### src/hw/rtl/cst_pkg.sv
// Shared constants, codes and types of the connection slot table.
package cst_pkg;

    // Table geometry.
    localparam int SLOTS     = 64;
    localparam int KEY_BITS  = 16;
    localparam int SLOT_BITS = $clog2(SLOTS);
    localparam int CNT_BITS  = $clog2(SLOTS + 1);

    // Fixed widths of the channel fields.
    localparam int MODE_W = 4;
    localparam int KEY_W  = 16;
    localparam int SID_W  = 8;
    localparam int RID_W  = 6;

    typedef logic [KEY_BITS-1:0]  key_t;
    typedef logic [SLOT_BITS-1:0] slot_t;
    typedef logic [CNT_BITS-1:0]  cnt_t;
    typedef logic [MODE_W-1:0]    mode_t;

    // Operation codes.
    localparam mode_t MODE_ALLOC         = 4'd0;
    localparam mode_t MODE_ATTACH        = 4'd1;
    localparam mode_t MODE_REL_ID        = 4'd2;
    localparam mode_t MODE_REL_CHAN      = 4'd3;
    localparam mode_t MODE_REMAP         = 4'd4;
    localparam mode_t MODE_ID_BY_CHAN    = 4'd5;
    localparam mode_t MODE_ID_BY_CTRL    = 4'd6;
    localparam mode_t MODE_CHAN_BY_ID    = 4'd7;
    localparam mode_t MODE_MEDIA_BY_ID   = 4'd8;
    localparam mode_t MODE_MEDIA_BY_CHAN = 4'd9;

    // Which test the scan applies to each entry read.
    typedef enum logic [2:0] {
        COL_CHAN,
        COL_MEDIA,
        COL_CTRL,
        COL_EMPTY,
        COL_ANY
    } col_t;

    // Where a scan starts.
    typedef enum logic [1:0] {
        ADDR_ZERO,
        ADDR_NEXT,
        ADDR_SID
    } addr_src_t;

    // One slot as stored in the table memory.
    typedef struct packed {
        key_t chan;
        key_t media;
        key_t ctrl;
    } entry_t;

    // Commands from the controller to the datapath.
    typedef struct packed {
        logic      capture;
        logic      start;
        addr_src_t src;
        col_t      col;
        logic      issue;
        logic      finish;
    } cst_cmd_t;

    // Status from the datapath to the controller.
    typedef struct packed {
        mode_t mode;
        logic  key_zero;
        logic  sid_ok;
        logic  hit;
        logic  rd_pending;
        logic  out_busy;
    } cst_status_t;

endpackage

### src/hw/rtl/cst_req_if.sv
// Request channel of the connection slot table: one operation per beat.
interface cst_req_if;
    import cst_pkg::*;

    logic              valid;
    logic              ready;
    logic [MODE_W-1:0] mode;
    logic [KEY_W-1:0]  chan_key;
    logic [KEY_W-1:0]  media_key;
    logic [KEY_W-1:0]  ctrl_key;
    logic [SID_W-1:0]  slot_id;

    modport source (
        output valid, mode, chan_key, media_key, ctrl_key, slot_id,
        input  ready
    );

    modport sink (
        input  valid, mode, chan_key, media_key, ctrl_key, slot_id,
        output ready
    );

endinterface

### src/hw/rtl/cst_rsp_if.sv
// Response channel of the connection slot table: one result per beat.
interface cst_rsp_if;
    import cst_pkg::*;

    logic             valid;
    logic             ready;
    logic             ok;
    logic [RID_W-1:0] result_id;
    logic [KEY_W-1:0] result_key;

    modport source (
        output valid, ok, result_id, result_key,
        input  ready
    );

    modport sink (
        input  valid, ok, result_id, result_key,
        output ready
    );

endinterface

### src/hw/rtl/cst_datapath.sv
// Datapath of the connection slot table: slot memory, scan compare and result register.
module cst_datapath (
    input  logic                     clk,
    input  logic                     rst_n,
    input  cst_pkg::cst_cmd_t        cmd,
    output cst_pkg::cst_status_t     status,
    input  logic [cst_pkg::MODE_W-1:0] in_mode,
    input  logic [cst_pkg::KEY_W-1:0]  in_chan_key,
    input  logic [cst_pkg::KEY_W-1:0]  in_media_key,
    input  logic [cst_pkg::KEY_W-1:0]  in_ctrl_key,
    input  logic [cst_pkg::SID_W-1:0]  in_slot_id,
    output logic                     out_valid,
    input  logic                     out_ready,
    output logic                     out_ok,
    output logic [cst_pkg::RID_W-1:0]  out_result_id,
    output logic [cst_pkg::KEY_W-1:0]  out_result_key
);
    import cst_pkg::*;

    // Captured request.
    mode_t            mode_reg;
    key_t             chan_reg;
    key_t             media_reg;
    key_t             ctrl_reg;
    logic [SID_W-1:0] sid_reg;

    // Slot memory and per-slot valid bits; an invalid slot reads as all zero.
    entry_t            mem [SLOTS];
    logic [SLOTS-1:0]  valid_reg;
    logic [SLOTS-1:0]  valid_next;

    // Scan state.
    slot_t  addr_reg;
    slot_t  addr_next;
    col_t   col_reg;
    col_t   col_next;
    entry_t rd_raw_reg;
    logic   rd_vbit_reg;
    slot_t  rd_idx_reg;
    logic   rd_vld_reg;
    logic   found_reg;
    logic   found_next;
    entry_t hit_word_reg;
    slot_t  hit_idx_reg;
    slot_t  last_alloc_reg;
    slot_t  last_alloc_next;

    // Result register.
    logic             out_valid_reg;
    logic             out_valid_next;
    logic             out_ok_reg;
    logic [RID_W-1:0] out_id_reg;
    logic [KEY_W-1:0] out_key_reg;

    entry_t rd_word;
    logic   match;
    logic   hit;
    slot_t  next_after_last;

    // Outcome of the finishing cycle.
    logic   fin_ok;
    slot_t  fin_rid;
    key_t   fin_rkey;
    logic   fin_wr;
    entry_t fin_wdata;
    logic   fin_set_v;
    logic   fin_clr_v;
    logic   fin_new;

    // Request capture.
    always_ff @(posedge clk)
    begin
        if (cmd.capture)
        begin
            mode_reg  <= in_mode;
            chan_reg  <= KEY_BITS'(in_chan_key);
            media_reg <= KEY_BITS'(in_media_key);
            ctrl_reg  <= KEY_BITS'(in_ctrl_key);
            sid_reg   <= in_slot_id;
        end
    end

    // Compare of the entry read in the previous cycle.
    always_comb
    begin
        rd_word = rd_vbit_reg ? rd_raw_reg : '0;
        case (col_reg)
            COL_CHAN:  match = (rd_word.chan == chan_reg);
            COL_MEDIA: match = (rd_word.media == media_reg);
            COL_CTRL:  match = (rd_word.ctrl == ctrl_reg);
            COL_EMPTY: match = (rd_word.chan == '0);
            COL_ANY:   match = 1'b1;
            default:   match = 1'b0;
        endcase
        hit = rd_vld_reg && match;
    end

    assign next_after_last = (last_alloc_reg == SLOT_BITS'(SLOTS - 1)) ? '0
                                                                      : last_alloc_reg + 1'b1;

    // Scan address and column control.
    always_comb
    begin
        addr_next  = addr_reg;
        col_next   = col_reg;
        found_next = found_reg;
        if (cmd.capture)
        begin
            found_next = 1'b0;
        end
        if (cmd.start)
        begin
            col_next   = cmd.col;
            found_next = 1'b0;
            case (cmd.src)
                ADDR_ZERO: addr_next = '0;
                ADDR_NEXT: addr_next = next_after_last;
                ADDR_SID:  addr_next = SLOT_BITS'(sid_reg);
                default:   addr_next = '0;
            endcase
        end
        else if (cmd.issue)
        begin
            addr_next = (addr_reg == SLOT_BITS'(SLOTS - 1)) ? '0 : addr_reg + 1'b1;
        end
        if (hit)
        begin
            found_next = 1'b1;
        end
    end

    // Decide the result and the table update from the first hit of the scan.
    always_comb
    begin
        fin_ok    = 1'b0;
        fin_rid   = '0;
        fin_rkey  = '0;
        fin_wr    = 1'b0;
        fin_wdata = hit_word_reg;
        fin_set_v = 1'b0;
        fin_clr_v = 1'b0;
        fin_new   = 1'b0;
        case (mode_reg)
            MODE_ALLOC:
            begin
                if (found_reg && chan_reg != '0)
                begin
                    fin_ok  = 1'b1;
                    fin_rid = hit_idx_reg;
                    if (col_reg == COL_EMPTY)
                    begin
                        fin_wr          = 1'b1;
                        fin_set_v       = 1'b1;
                        fin_new         = 1'b1;
                        fin_wdata.chan  = chan_reg;
                        fin_wdata.media = '0;
                        fin_wdata.ctrl  = ctrl_reg;
                    end
                end
            end
            MODE_ATTACH:
            begin
                if (found_reg && hit_word_reg.chan != '0)
                begin
                    fin_ok          = 1'b1;
                    fin_rid         = hit_idx_reg;
                    fin_wr          = 1'b1;
                    fin_set_v       = 1'b1;
                    fin_wdata.media = media_reg;
                end
            end
            MODE_REL_ID:
            begin
                if (found_reg && hit_word_reg.chan != '0)
                begin
                    fin_ok    = 1'b1;
                    fin_rid   = hit_idx_reg;
                    fin_clr_v = 1'b1;
                end
            end
            MODE_REL_CHAN:
            begin
                if (found_reg && chan_reg != '0)
                begin
                    fin_ok    = 1'b1;
                    fin_rid   = hit_idx_reg;
                    fin_clr_v = 1'b1;
                end
            end
            MODE_REMAP:
            begin
                if (found_reg && hit_word_reg.chan != chan_reg)
                begin
                    fin_ok         = 1'b1;
                    fin_rid        = hit_idx_reg;
                    fin_wr         = 1'b1;
                    fin_set_v      = 1'b1;
                    fin_wdata.chan = chan_reg;
                    fin_wdata.ctrl = ctrl_reg;
                end
            end
            MODE_ID_BY_CHAN, MODE_ID_BY_CTRL:
            begin
                if (found_reg)
                begin
                    fin_ok  = 1'b1;
                    fin_rid = hit_idx_reg;
                end
            end
            MODE_CHAN_BY_ID:
            begin
                fin_rkey = found_reg ? hit_word_reg.chan : '0;
                fin_ok   = (fin_rkey != '0);
            end
            MODE_MEDIA_BY_ID, MODE_MEDIA_BY_CHAN:
            begin
                fin_rkey = found_reg ? hit_word_reg.media : '0;
                fin_ok   = (fin_rkey != '0);
            end
            default:
            begin
                fin_ok = 1'b0;
            end
        endcase
    end

    // Valid bits, allocation pointer and result handshake.
    always_comb
    begin
        valid_next      = valid_reg;
        last_alloc_next = last_alloc_reg;
        out_valid_next  = out_valid_reg;
        if (out_ready)
        begin
            out_valid_next = 1'b0;
        end
        if (cmd.finish)
        begin
            out_valid_next = 1'b1;
            if (fin_set_v)
            begin
                valid_next[hit_idx_reg] = 1'b1;
            end
            if (fin_clr_v)
            begin
                valid_next[hit_idx_reg] = 1'b0;
            end
            if (fin_new)
            begin
                last_alloc_next = hit_idx_reg;
            end
        end
    end

    always_ff @(posedge clk or negedge rst_n)
    begin
        if (!rst_n)
        begin
            valid_reg      <= '0;
            addr_reg       <= '0;
            col_reg        <= COL_CHAN;
            rd_vld_reg     <= 1'b0;
            found_reg      <= 1'b0;
            last_alloc_reg <= '0;
            out_valid_reg  <= 1'b0;
        end
        else
        begin
            valid_reg      <= valid_next;
            addr_reg       <= addr_next;
            col_reg        <= col_next;
            rd_vld_reg     <= cmd.issue;
            found_reg      <= found_next;
            last_alloc_reg <= last_alloc_next;
            out_valid_reg  <= out_valid_next;
        end
    end

    // Memory port, read pipeline and first-hit capture.
    always_ff @(posedge clk)
    begin
        if (cmd.finish && fin_wr)
        begin
            mem[hit_idx_reg] <= fin_wdata;
        end
        if (cmd.issue)
        begin
            rd_raw_reg  <= mem[addr_reg];
            rd_vbit_reg <= valid_reg[addr_reg];
            rd_idx_reg  <= addr_reg;
        end
        if (hit && !found_reg)
        begin
            hit_word_reg <= rd_word;
            hit_idx_reg  <= rd_idx_reg;
        end
        if (cmd.finish)
        begin
            out_ok_reg  <= fin_ok;
            out_id_reg  <= fin_ok ? RID_W'(fin_rid) : '0;
            out_key_reg <= KEY_W'(fin_rkey);
        end
    end

    assign status.mode       = mode_reg;
    assign status.key_zero   = (chan_reg == '0);
    assign status.sid_ok     = (int'(sid_reg) < SLOTS);
    assign status.hit        = hit;
    assign status.rd_pending = rd_vld_reg;
    assign status.out_busy   = out_valid_reg && !out_ready;

    assign out_valid      = out_valid_reg;
    assign out_ok         = out_ok_reg;
    assign out_result_id  = out_id_reg;
    assign out_result_key = out_key_reg;

    // A finished scan that is reported as found has a hit captured behind it.
    assert property (@(posedge clk) disable iff (!rst_n)
        hit && !found_reg |=> found_reg)
        else $error("first hit of a scan was not recorded");

    // The result register is loaded only when it is free or being emptied.
    assert property (@(posedge clk) disable iff (!rst_n)
        cmd.finish |-> !(out_valid_reg && !out_ready))
        else $error("result overwritten while the receiver stalls");

    // A new allocation never lands on the slot allocated last.
    assert property (@(posedge clk) disable iff (!rst_n)
        cmd.finish && fin_new |-> hit_idx_reg != last_alloc_reg)
        else $error("allocation reused the last allocated slot");

endmodule

### src/hw/rtl/cst_ctrl.sv
// Controller of the connection slot table: sequences each operation's scan and result.
module cst_ctrl (
    input  logic                 clk,
    input  logic                 rst_n,
    input  logic                 in_valid,
    output logic                 in_ready,
    output cst_pkg::cst_cmd_t    cmd,
    input  cst_pkg::cst_status_t status
);
    import cst_pkg::*;

    typedef enum logic [3:0] {
        S_IDLE     = 4'b0001,
        S_DISPATCH = 4'b0010,
        S_SCAN     = 4'b0100,
        S_FINISH   = 4'b1000
    } state_t;

    state_t state_reg;
    state_t state_next;
    cnt_t   cnt_reg;
    cnt_t   cnt_next;
    cnt_t   total_reg;
    cnt_t   total_next;
    logic   rr_reg;
    logic   rr_next;

    always_comb
    begin
        state_next = state_reg;
        cnt_next   = cnt_reg;
        total_next = total_reg;
        rr_next    = rr_reg;
        cmd        = '0;
        cmd.src    = ADDR_ZERO;
        cmd.col    = COL_CHAN;
        in_ready   = 1'b0;
        case (state_reg)
            // Wait for a request beat.
            S_IDLE:
            begin
                in_ready = 1'b1;
                if (in_valid)
                begin
                    cmd.capture = 1'b1;
                    state_next  = S_DISPATCH;
                end
            end
            // Choose the scan that the operation needs.
            S_DISPATCH:
            begin
                cnt_next   = '0;
                rr_next    = 1'b0;
                total_next = CNT_BITS'(SLOTS);
                state_next = S_SCAN;
                cmd.start  = 1'b1;
                cmd.src    = ADDR_ZERO;
                case (status.mode)
                    MODE_ALLOC, MODE_REL_CHAN:
                    begin
                        cmd.col = COL_CHAN;
                        if (status.key_zero)
                        begin
                            cmd.start  = 1'b0;
                            state_next = S_FINISH;
                        end
                    end
                    MODE_REMAP:
                    begin
                        cmd.col = COL_MEDIA;
                    end
                    MODE_ID_BY_CHAN, MODE_MEDIA_BY_CHAN:
                    begin
                        cmd.col = COL_CHAN;
                    end
                    MODE_ID_BY_CTRL:
                    begin
                        cmd.col = COL_CTRL;
                    end
                    MODE_ATTACH, MODE_REL_ID, MODE_CHAN_BY_ID, MODE_MEDIA_BY_ID:
                    begin
                        cmd.src    = ADDR_SID;
                        cmd.col    = COL_ANY;
                        total_next = CNT_BITS'(1);
                        if (!status.sid_ok)
                        begin
                            cmd.start  = 1'b0;
                            state_next = S_FINISH;
                        end
                    end
                    default:
                    begin
                        cmd.start  = 1'b0;
                        state_next = S_FINISH;
                    end
                endcase
            end
            // Issue one read a cycle until a hit or the end of the range.
            S_SCAN:
            begin
                if (status.hit)
                begin
                    state_next = S_FINISH;
                end
                else if (cnt_reg == total_reg && !status.rd_pending)
                begin
                    if (status.mode == MODE_ALLOC && !rr_reg)
                    begin
                        // Round-robin search for a free slot after the last allocated one.
                        cmd.start  = 1'b1;
                        cmd.src    = ADDR_NEXT;
                        cmd.col    = COL_EMPTY;
                        cnt_next   = '0;
                        total_next = CNT_BITS'(SLOTS - 1);
                        rr_next    = 1'b1;
                    end
                    else
                    begin
                        state_next = S_FINISH;
                    end
                end
                else if (cnt_reg != total_reg)
                begin
                    cmd.issue = 1'b1;
                    cnt_next  = cnt_reg + 1'b1;
                end
            end
            // Load the response register once it is free.
            S_FINISH:
            begin
                if (!status.out_busy)
                begin
                    cmd.finish = 1'b1;
                    state_next = S_IDLE;
                end
            end
            default:
            begin
                state_next = S_IDLE;
            end
        endcase
    end

    always_ff @(posedge clk or negedge rst_n)
    begin
        if (!rst_n)
        begin
            state_reg <= S_IDLE;
            cnt_reg   <= '0;
            total_reg <= '0;
            rr_reg    <= 1'b0;
        end
        else
        begin
            state_reg <= state_next;
            cnt_reg   <= cnt_next;
            total_reg <= total_next;
            rr_reg    <= rr_next;
        end
    end

    // Reads are issued only while scanning.
    assert property (@(posedge clk) disable iff (!rst_n)
        cmd.issue |-> state_reg == S_SCAN)
        else $error("read issued outside a scan");

    // The read count never runs past the scan range.
    assert property (@(posedge clk) disable iff (!rst_n)
        state_reg == S_SCAN |-> cnt_reg <= total_reg)
        else $error("scan ran past its range");

    // An accepted request is always followed by dispatch.
    assert property (@(posedge clk) disable iff (!rst_n)
        cmd.capture |=> state_reg == S_DISPATCH)
        else $error("request beat not dispatched");

    // Only allocation runs the second, round-robin scan.
    assert property (@(posedge clk) disable iff (!rst_n)
        rr_reg && state_reg == S_SCAN |-> status.mode == MODE_ALLOC)
        else $error("round-robin scan outside allocation");

endmodule

### src/hw/rtl/connection_slot_table.sv
// Top level of the connection slot table: controller and datapath joined by commands.
//
// Requests arrive on req, one operation per beat (mode, chan_key, media_key,
// ctrl_key, slot_id); each gives exactly one response beat on rsp (ok,
// result_id, result_key), in order. Operations run one at a time: req.ready
// is high only while no operation is in progress, and the next request beat
// is taken at the earliest in the cycle after the response has been loaded.
// Operations by slot number capture the request, dispatch it, read the one
// slot, compare it and then load the response; an invalid slot number, a
// zero key where it is refused, or an undefined operation code skips the
// read and loads the response straight after dispatch. Operations by key read
// the slot memory once a cycle from slot 0 and stop at the first match. An
// allocation of a new key also runs a round-robin search for a free slot
// after the one allocated last. The slot memory has a single read port.
// Reset empties every slot at once through per-slot valid bits, so the
// block takes requests from the first cycle after reset; no clearing pass.
// The response is held in a register: while the receiver stalls it stays on
// rsp, and the block finishes the next operation only once it is taken.
module connection_slot_table (
    input  logic      clk,
    input  logic      rst_n,
    cst_req_if.sink   req,
    cst_rsp_if.source rsp
);
    import cst_pkg::*;

    cst_cmd_t    cmd;
    cst_status_t status;
    logic        in_ready;

    assign req.ready = in_ready;

    cst_ctrl u_ctrl (
        .clk      (clk),
        .rst_n    (rst_n),
        .in_valid (req.valid),
        .in_ready (in_ready),
        .cmd      (cmd),
        .status   (status)
    );

    cst_datapath u_datapath (
        .clk            (clk),
        .rst_n          (rst_n),
        .cmd            (cmd),
        .status         (status),
        .in_mode        (req.mode),
        .in_chan_key    (req.chan_key),
        .in_media_key   (req.media_key),
        .in_ctrl_key    (req.ctrl_key),
        .in_slot_id     (req.slot_id),
        .out_valid      (rsp.valid),
        .out_ready      (rsp.ready),
        .out_ok         (rsp.ok),
        .out_result_id  (rsp.result_id),
        .out_result_key (rsp.result_key)
    );

endmodule
### src/flat_wrapper.sv
// flat-port wrapper written by rule: the top's interface ports become plain ports
module connection_slot_table_flat import cst_pkg::*;
  (clk, rst_n, req_valid, req_mode, req_chan_key, req_media_key, req_ctrl_key, req_slot_id, req_ready, rsp_valid, rsp_ok, rsp_result_id, rsp_result_key, rsp_ready);
  cst_req_if req_i ();
  cst_rsp_if rsp_i ();
  input  logic clk;
  input  logic rst_n;
  input wire logic [$bits(req_i.valid)-1:0] req_valid;
  input wire logic [$bits(req_i.mode)-1:0] req_mode;
  input wire logic [$bits(req_i.chan_key)-1:0] req_chan_key;
  input wire logic [$bits(req_i.media_key)-1:0] req_media_key;
  input wire logic [$bits(req_i.ctrl_key)-1:0] req_ctrl_key;
  input wire logic [$bits(req_i.slot_id)-1:0] req_slot_id;
  output wire logic [$bits(req_i.ready)-1:0] req_ready;
  output wire logic [$bits(rsp_i.valid)-1:0] rsp_valid;
  output wire logic [$bits(rsp_i.ok)-1:0] rsp_ok;
  output wire logic [$bits(rsp_i.result_id)-1:0] rsp_result_id;
  output wire logic [$bits(rsp_i.result_key)-1:0] rsp_result_key;
  input wire logic [$bits(rsp_i.ready)-1:0] rsp_ready;
  assign req_i.valid = req_valid;
  assign req_i.mode = req_mode;
  assign req_i.chan_key = req_chan_key;
  assign req_i.media_key = req_media_key;
  assign req_i.ctrl_key = req_ctrl_key;
  assign req_i.slot_id = req_slot_id;
  assign req_ready = req_i.ready;
  assign rsp_valid = rsp_i.valid;
  assign rsp_ok = rsp_i.ok;
  assign rsp_result_id = rsp_i.result_id;
  assign rsp_result_key = rsp_i.result_key;
  assign rsp_i.ready = rsp_ready;
  connection_slot_table u_core (.clk(clk), .rst_n(rst_n), .req(req_i), .rsp(rsp_i));
endmodule
### config.mk
export PLATFORM = sky130hd
export DESIGN_NAME = connection_slot_table_flat
export DESIGN_NICKNAME = d
export VERILOG_FILES = /design/src/hw/rtl/cst_pkg.sv /design/src/hw/rtl/cst_req_if.sv /design/src/hw/rtl/cst_rsp_if.sv /design/src/hw/rtl/cst_datapath.sv /design/src/hw/rtl/cst_ctrl.sv /design/src/hw/rtl/connection_slot_table.sv /design/src/flat_wrapper.sv
export SDC_FILE = /design/constraint.sdc
export NUM_CORES = 2
export LEC_CHECK = 0
export BUFFER_PORTS_ARGS = -buffer_cell sky130_fd_sc_hd__buf_2
export CAP_MARGIN = 10
export CORE_ASPECT_RATIO = 2
export CORE_MARGIN = 2
export CORE_UTILIZATION = 55
export CTS_CLUSTER_DIAMETER = 80
export DETAILED_ROUTE_END_ITERATION = 12
export PLACE_DENSITY = 0.67
export SKIP_CTS_REPAIR_TIMING = 1
export SKIP_LAST_GASP = 1
export SLEW_MARGIN = 20
export SYNTH_ARGS = -nofsm -noshare
export SYNTH_HDL_FRONTEND = slang
export SYNTH_SLANG_ARGS = --single-unit
### constraint.sdc
create_clock -name clk -period 6.31 [get_ports clk]
set_clock_uncertainty 0.05 [all_clocks]
set_input_delay 0.3155 -clock clk [delete_from_list [all_inputs] [get_ports clk]]
set_output_delay 0.3155 -clock clk [all_outputs]
set_load 0.05 [all_outputs]
==> run metrics <==
Slew Viols, Final 0; Ports 89; overall routing resource usage between 20% and 30%; top_reg_cell synth edfxtp_1; Cell Rows about 250; Final Setup Violations 0; crit path capture type register; Reg power frac 49.1%; Post-Route M1 WL 127.9 mm; crit-path cells inv_1 > a41oi_1 > nand3_1 > a2111o_1 > nor2_4 > buf_4; CTS Buffer Depth 4; Die X 347.3 microns; P_leak 44.44 nW; Setup crit start kind register; number of synthesized flops with an enable pin 3264; Max-cap violations 0; sequential area share after synthesis 77.45%; CTS tree built; fin nets a little under 6k; ANT nets after route 0; Sw Ratio 23.96%; share of cells above drive strength 1 slightly above 30%; routed vias 62.55k; Worst slew margin between 20% and 30%; Crit path arrival time 4.80 ns; delay-heaviest family, CP simple AND/OR/NAND/NOR gates; warnings from Yosys 0; Power, Total 50.05 mW; Fillers 15.44k; Final Cycle Share a little under 70%; clock network power share 35.6%; count of cell types in the netlist 67; first-pass GRT wire length 491.4 mm; TNS Setup 0 ns; die area 239900 sq um; Clk pin slew, worst setup/hold paths 0.06 ns; H-tree levels 5; clock sink count 3360; post-synthesis cell area 129700 sq um; Vert. Die Dim approximately 690 microns; total congestion overflow 0; commonest cells after routing, fill and taps aside 3264 x edfxtp_1, 1026 x mux4_2, 299 x clkbuf_16; core area 234900 sq um; minimum clock period 4.351 ns; hpwl dp just under 200 mm; routability cong. 0.8905; slowest cell on the critical path a2111o_1; initial antenna violation count 17; Req. time, crit path between 6 and 7 ns; Hold Vio Cnt, Final 0; fmax 0.2298 GHz; Pint 38.06 mW; mean post-synth cell area 23.90 sq um; Routed WL per cell between 30 and 40 microns; initial core utilization 55.20%; worst-margin pin slew around 1.1 ns; DRC 0; port bufs just under 90; met3 WL roughly 34 mm; Worst Hold Class input pin to register; Max stage delay on crit path 0.83 ns; syn_nets between 5k and 6k; critical path class register to register; max reg flops between 3k and 4k; DR WL met2 175.1 mm; Net Switching 11.99 mW; total wire length 351.9 mm; Post-synth ARST share 2.857%; Skew-Pair Late Insertion Delay 0.88 ns; clock root buffer clkbuf_16; Gate power share around 15%; largest net degree at the start of global routing 120; Peak VDD IR between 0.0003 and 0.0004 V; Num CTS Buffers between 200 and 300; Power Density 343.9 nW/um^2; Area growth, synth to finish 12.25%; most common cell after layout, fill and taps aside edfxtp_1; WP buf/inv 2; CP Max Fanout 26; Layout Utilization 61.96%; post-synthesis cell count 5424; drt pass-1 iters 6; RSZ-0062 raised after global routing false; outcome finished clean; number of DRC markers in iteration 0 9407; Vias/cell 6.909; #FFs+latches synth 3360; top sig layer met5; vias in the first global route 62.34k
==> kinds of logic (layout without fill, tap and decap cells) <==
family / Yosys count / count (layout) / share of synthesized area, %
and+or+nand+nor: 421 / 421 / 1.654
AOI/OAI and AO/OA: 232 / 232 / 1.358
other: 0 / 7 / 0
xor gates and xnor gates: 49 / 49 / 0.3310
adders and majority gates: 5 / 5 / 0.04825
muxes: 1070 / 1070 / 18.20
buffers and inverters: 287 / 861 / 0.9621
DFF: 3360 / 3360 / 77.45
==> power groups by stage <==
| stage | Sequential (mW) | Combinational, mW | Clock, mW |
|---|---|---|---|
| 4_1_cts | 24.6 | 7.75 | 18.0 |
| 6_report | 24.6 | 7.65 | 17.8 |
| 3_5_place_dp | 25.1 | 7.72 | 0 |
| 3_3_place_gp | 25.1 | 7.69 | 0 |
| 2_1_floorplan | 24.9 | 5.54 | 0 |
| 5_1_grt | 24.6 | 8.03 | 18.8 |
==> worst register-to-register path: stages, from the launching register on <==
cell	delay, ns
dfrtp_1	0.48
inv_1	0.17
a41oi_1	0.46
nand3_1	0.59
a2111o_1	0.84
nor2_4	0.79
buf_4	0.57
==> layer usage <==
layer,GRT usage [%],vias up
met5,0,-
met4,10.94,10
met3,5.468,659
met2,47.96,3803
met1,40.56,33979
li1,-,24098
==> cell type report <==
cell class              instances  area (sq um)  area share (%)
diodes                          7         17.52         0.01204
clock buffers                 348          7676           5.274
clock inverters               156          1560           1.072
inverters                       7         31.28         0.02149
multi-input cells            1777         28630           19.67
flip-flops and latches       3360        100400           69.01
well taps                    3048          3814           2.620
repair buffers                350          3381           2.323
==> Yosys cell counts, drive strengths merged, types with 7 or more instances <==
cell type	count	area, sq um
edfxtp	3264	98010
mux4	1026	23110
clkbuf	152	570.6
nor2	135	506.7
buf	128	650.6
dfrtp	95	2377
nand2	74	280.3
a2bb2oi	67	586.8
and2	53	331.6
mux2	41	461.7
o21ai	41	205.2
a22o	33	289.0
nand3	31	155.2
xnor2	27	236.5
xor2	22	192.7
nor4	20	125.1
nand4	19	118.9
nor3	18	90.09
a21oi	17	85.08
o22ai	15	93.84
nor2b	13	81.33
nand4b	12	105.1
a211o	7	61.31
inv	7	26.27
or2	7	43.79
==> worst paths after layout <==
path	startpoint	end	slack, ns	cells past startpoint
max	u_core.u_datapath.found_reg	u_core.u_datapath.mem[1][30]	1.96	6
min	req_media_key[3]	u_core.u_datapath.media_reg[3]	0.10	2
max reg2reg	u_core.u_datapath.found_reg	u_core.u_datapath.mem[1][30]	1.96	6
min reg2reg	u_core.u_datapath.rd_idx_reg[3]	u_core.u_datapath.hit_idx_reg[3]	0.37	0
max in group asynchronous	rst_n	u_core.u_datapath.addr_reg[0]	4.36	4
min in group asynchronous	rst_n	u_core.u_ctrl.state_reg[0]	0.47	3
==> through the flow <==
stage | worst slack, ns | hold WS (ns) | std cells | area (sq um)
after detailed placement | 2.032 | 0.1656 | 8477 | 135600
after global placement | 1.873 | 0.1639 | 8472 | 135400
after floorplan | 1.214 | -0.03009 | 5424 | 129700
after global routing | 1.806 | 0.1059 | 9047 | 145500
after CTS | 2.016 | -0.7613 | 8981 | 144800
final | 1.959 | 0.1017 | 9053 | 145500
No activity file was read; power rests on OpenSTA's default activity.
